**src/rtl/core/sacl_ram.sv**
```systemverilog
`default_nettype none

module sacl_ram #(
    parameter int WIDTH = 8,
    parameter int DEPTH = 16
)(
    input  logic                                       clk,
    input  logic                                       we,
    input  logic [((DEPTH > 1) ? $clog2(DEPTH) : 1)-1:0] waddr,
    input  logic [WIDTH-1:0]                           wdata,
    input  logic                                       re,
    input  logic [((DEPTH > 1) ? $clog2(DEPTH) : 1)-1:0] raddr,
    output logic [WIDTH-1:0]                           rdata
);

    logic [WIDTH-1:0] mem [DEPTH];

    always_ff @(posedge clk)
    begin
        if (we)
        begin
            mem[waddr] <= wdata;
        end
        if (re)
        begin
            rdata <= mem[raddr];
        end
    end

endmodule

`default_nettype wire

```
**config.mk**
```make
export PLATFORM = sky130hd
export DESIGN_NAME = sacl_ram
export DESIGN_NICKNAME = d
export VERILOG_FILES = /design/src/rtl/core/sacl_ram.sv
export SDC_FILE = /design/constraint.sdc
export NUM_CORES = 1
export LEC_CHECK = 0
export ABC_CLOCK_PERIOD_IN_PS = 3700
export BUFFER_PORTS_ARGS = -buffer_cell sky130_fd_sc_hd__buf_2
export CAP_MARGIN = 20
export CORE_AREA = 2 2 84 106
export DETAILED_ROUTE_END_ITERATION = 16
export DIE_AREA = 0 0 86 108
export PLACE_DENSITY = 0.82
export SLEW_MARGIN = 20
export SYNTH_ARGS = -nofsm -noshare
export SYNTH_HDL_FRONTEND = slang
export SYNTH_SLANG_ARGS = --single-unit
```
**constraint.sdc**
```tcl
create_clock -name clk -period 3.7 [get_ports clk]
set_clock_uncertainty 0.2 [all_clocks]
set_input_delay 0.74 -clock clk [delete_from_list [all_inputs] [get_ports clk]]
set_output_delay 0.74 -clock clk [all_outputs]
set_load 0.005 [all_outputs]
```
# Yosys cells after proc, flatten, opt, wreduce, memory -nomap -nowiden
# Memories as Yosys holds them, arrays and structs flattened. A register that Yosys moved wholly into a read port is not among the register bits.
# Cells that the tools add are included.
# Widths: inputs -> output; s select.
# word_totals
reg_bits	0
mem_bits_rw	128
wordCells	3
n_memories	1
# classes
n_mux	2
# memory_table
memory	words	width	rd	rd_clocked_by_memory_dff	wr	line_no	rtl
mem	16	8	1	1	1	16	logic [WIDTH-1:0] mem [DEPTH];
# op_table
operator	n
$mux 1	2

# Longest topological paths before layout
# logic_depth
depth_word	2
depth_mapped	5
ltp_nobuf	3

# Worst setup path before layout
# No wires, ideal clock.
# synth_path
path_kind	input port to flip-flop
start	input port waddr[2] (netlist name)
end	memory mem[0][0], enable pin
setup_time_ns	0.383
arrival_time_ns	1.850
slack_ns	1.267
cell_stages	2
path_cell_list	or3b_2 -> nor3_1
# synth_lines
element	line_no	rtl
from (decl)	9	input logic [((DEPTH > 1) ? $clog2(DEPTH) : 1)-1:0] waddr,
to (decl)	16	
# No word-level cell before the write port.

==> impl_metrics.env <==
export IMPL_crit_type="primary input to flop"
export IMPL_avgViaCountPerCell=6.424
export IMPL_synth_seq_cells=136
export IMPL_holdCritStartpoint="re"
export IMPL_synth_xor_area_frac=0
export IMPL_reg2reg_slack_ns=1.99
export IMPL_die_width_microns=86
export IMPL_multi_input_area_sq_um=1057
export IMPL_cts_root_buf="clkbuf_8"
export IMPL_final_max_slew_viol_count=0
export IMPL_clk_pin_slew_ns=0.06
export IMPL_htreeDepth=4
export IMPL_busiest_layer="met2"
export IMPL_cts_hold_buf=0
export IMPL_grt_start_max_net_pins=33
export IMPL_synth_seq_area_share=0.7812
export IMPL_syn_area_sq_um=5228
export IMPL_r2r_end="rdata[0]"
export IMPL_met1_usage=0.3194
export IMPL_ios=27
export IMPL_endpoint_kind="flop"
export IMPL_p_per_area_nw_per_um2=597.6
export IMPL_crit_required_ns=3.76
export IMPL_fin_setup_tns_ns=0
export IMPL_max_slew_margin=0.3373
export IMPL_final_min_clock_period_ns=2.079
export IMPL_reg2reg_depth=3
export IMPL_dp_hpwl_mm=5.698
export IMPL_cts_tree="yes"
export IMPL_ir_drop_mv=0.4711
export IMPL_gr_usage_met3=0.06565
export IMPL_holdWs_ns=0.3876
export IMPL_synthMuxAreaShare=0.1479
export IMPL_whs_endpoint="rdata[0]"
export IMPL_cts_resized=0
export IMPL_drtPass1Iterations=4
export IMPL_ys_warn_count=0
export IMPL_finalWorstSetupSlack_ns=1.621
export IMPL_clk_insertion_delay_late_ns=0.52
export IMPL_clkSinkCount=136
export IMPL_post_route_drc_count=0
export IMPL_path_cells="buf_2 > mux4_1 > a22oi_1 > nand2_1"
export IMPL_synth_top_cell_area_share=0.7812
export IMPL_num_vias=2441
export IMPL_gp_congestion=0.7680
export IMPL_avgSynthCellArea_sq_um=22.83
export IMPL_initial_core_util=0.6380
export IMPL_die_h_microns=108
export IMPL_finalCritPeriodShare=0.5620
export IMPL_rows=37
export IMPL_p_total_mw=3.629
export IMPL_worstHoldPathCells=1
export IMPL_async_reset_ff_frac=0
export IMPL_first_global_vias=2500
export IMPL_synth_top_family_by_area="multiplexers"
export IMPL_hp_class="primary input to flop"
export IMPL_routed_wl_mm=9.351
export IMPL_seq_area_sq_um=4084
export IMPL_post_cts_buffers=0
export IMPL_synth_compound_area_share=0.02298
export IMPL_antenna_found_initial=0
export IMPL_crit_fanout=32
export IMPL_fin_cells=380
export IMPL_grtUsageTotal=0.2335
export IMPL_synthAdderAreaFrac=0
export IMPL_tightest_slew_ns=0.9903
export IMPL_place_ws_ns=1.096
export IMPL_maxCapViolCount=0
export IMPL_ys_flop_type="edfxtp_1"
export IMPL_overflow=0
export IMPL_rsz0062_at_grt="false"
export IMPL_core_area_sq_um=8194
export IMPL_setup_violations=0
export IMPL_drt_iter0_markers=192
export IMPL_nFillCells=429
export IMPL_max_stage_delay_ns=0.60
export IMPL_io_buffers=26
export IMPL_grtUsageMet2=0.3638
export IMPL_synth_edff_count=136
export IMPL_yosys_area_top_type="edfxtp_1"
export IMPL_die_area_sq_um=9288
export IMPL_r2r_start="mem[1][0]"
export IMPL_outcome="completed"
export IMPL_leakagePower_nw=2.041
export IMPL_syn2layout_area_growth_pct=16.16
export IMPL_netlist_instances=229
export IMPL_route_detailed_wl_per_inst_microns=24.61
export IMPL_cts_buffers=17
export IMPL_cp_arrival_ns=2.14
export IMPL_clockBufferDepth=2
export IMPL_ys_top_cells_by_area="edfxtp_1, mux4_2, mux4_1"
export IMPL_grt_pass1_wl_mm=14.83
export IMPL_diodes=0
export IMPL_synthDistinctLibCells=18
export IMPL_hold_violations=0
export IMPL_finalNetCount=289
export IMPL_max_freq_ghz=0.4809
export IMPL_placed_cells=348
export IMPL_syn_nets=248
export IMPL_synth_simple_area_share=0.03135
export IMPL_drive_above_1_share=0.2827
export IMPL_detail_route_antenna_nets=0
export IMPL_critical_path_slowest_cell="buf_2"
export IMPL_cp_start_kind="primary input"
==> where the power goes <==
group	internal (mW)	leakage, nW	switching (mW)
clock	1.15	0.296	0.584
sequential	1.74	1.24	0.00935
combinational	0.0629	0.509	0.0852
total	2.95	2.04	0.679
==> cell usage after synthesis, drive strengths merged, types with 2 or more instances <==
library cell	count
edfxtp	136
buf	7
clkdlybuf4s25	3
a22oi	16
nand3b	2
nand2b	2
nor2	13
nor3	4
mux4	32
nand2	9
==> worst max-delay path by stage <==
stage	endpoint	cells after the start	slack (ns)	from
after floorplan	mem[0][0]	2	1.27	waddr[2]
after global placement	rdata[3]	4	1.10	raddr[1]
after detailed placement	rdata[3]	4	1.10	raddr[1]
after CTS	rdata[0]	4	1.64	raddr[1]
after global routing	rdata[0]	4	1.51	raddr[1]
final	rdata[0]	4	1.62	raddr[1]
==> metal layers <==
layer	vias to the layer above	routed length, microns
li1	1064	-
met1	1236	3725
met2	129	4702
met3	12	777
met4	0	146
met5	-	0
==> metrics by stage <==
step                      area, sq um  utilization
final                            6072       0.7410
after global routing             6072       0.7410
after CTS                        6072       0.7410
after detailed placement         5450       0.6651
after global placement           5450       0.6651
after floorplan                  5228            -
==> worst max-delay path: cells and delay by family <==
family / cells / cell delay [ns]
buffers and inverters: 1 / 0.60
muxes: 1 / 0.41
AOI/OAI and AO/OA: 1 / 0.28
and+or+nand+nor: 1 / 0.10
==> kinds of logic after synthesis <==
family | Yosys count
flip-flops | 136
multiplexers | 32
AND/OR/NAND/NOR | 35
AO/OA/AOI/OAI | 16
buffers and inverters | 10
==> cell usage in the layout, fill, tap and decap left out <==
| cell | count |
|---|---|
| buf_4 | 5 |
| nand3b_1 | 2 |
| or3b_2 | 1 |
| and2b_1 | 1 |
| clkbuf_8 | 1 |
| nor3_1 | 4 |
| nand3_1 | 1 |
| nor2b_1 | 1 |
| nand2b_1 | 2 |
| buf_2 | 26 |
| nor2_1 | 13 |
| and2_1 | 1 |
| mux4_1 | 14 |
| buf_12 | 1 |
| clkinv_2 | 3 |
| clkinvlp_4 | 3 |
| clkinv_1 | 3 |
| clkinv_4 | 1 |
| a22oi_1 | 16 |
| clkbuf_16 | 16 |
| nand2_1 | 9 |
| edfxtp_1 | 136 |
| bufinv_16 | 5 |
| mux4_2 | 18 |
==> cell type report <==
| cell class | instances | area share |
|---|---|---|
| Multi-Input combinational cell | 83 | 0.1741 |
| Clock buffer | 17 | 0.06821 |
| Clock inverter | 15 | 0.03421 |
| Tap cell | 97 | 0.01999 |
| Sequential cell | 136 | 0.6726 |
| Timing Repair Buffer | 32 | 0.03091 |
==> state kept, by name, indices dropped and copies added (netlist names) <==
signal	count
rdata	8
mem	128
Power figures use the tool's default switching activity.
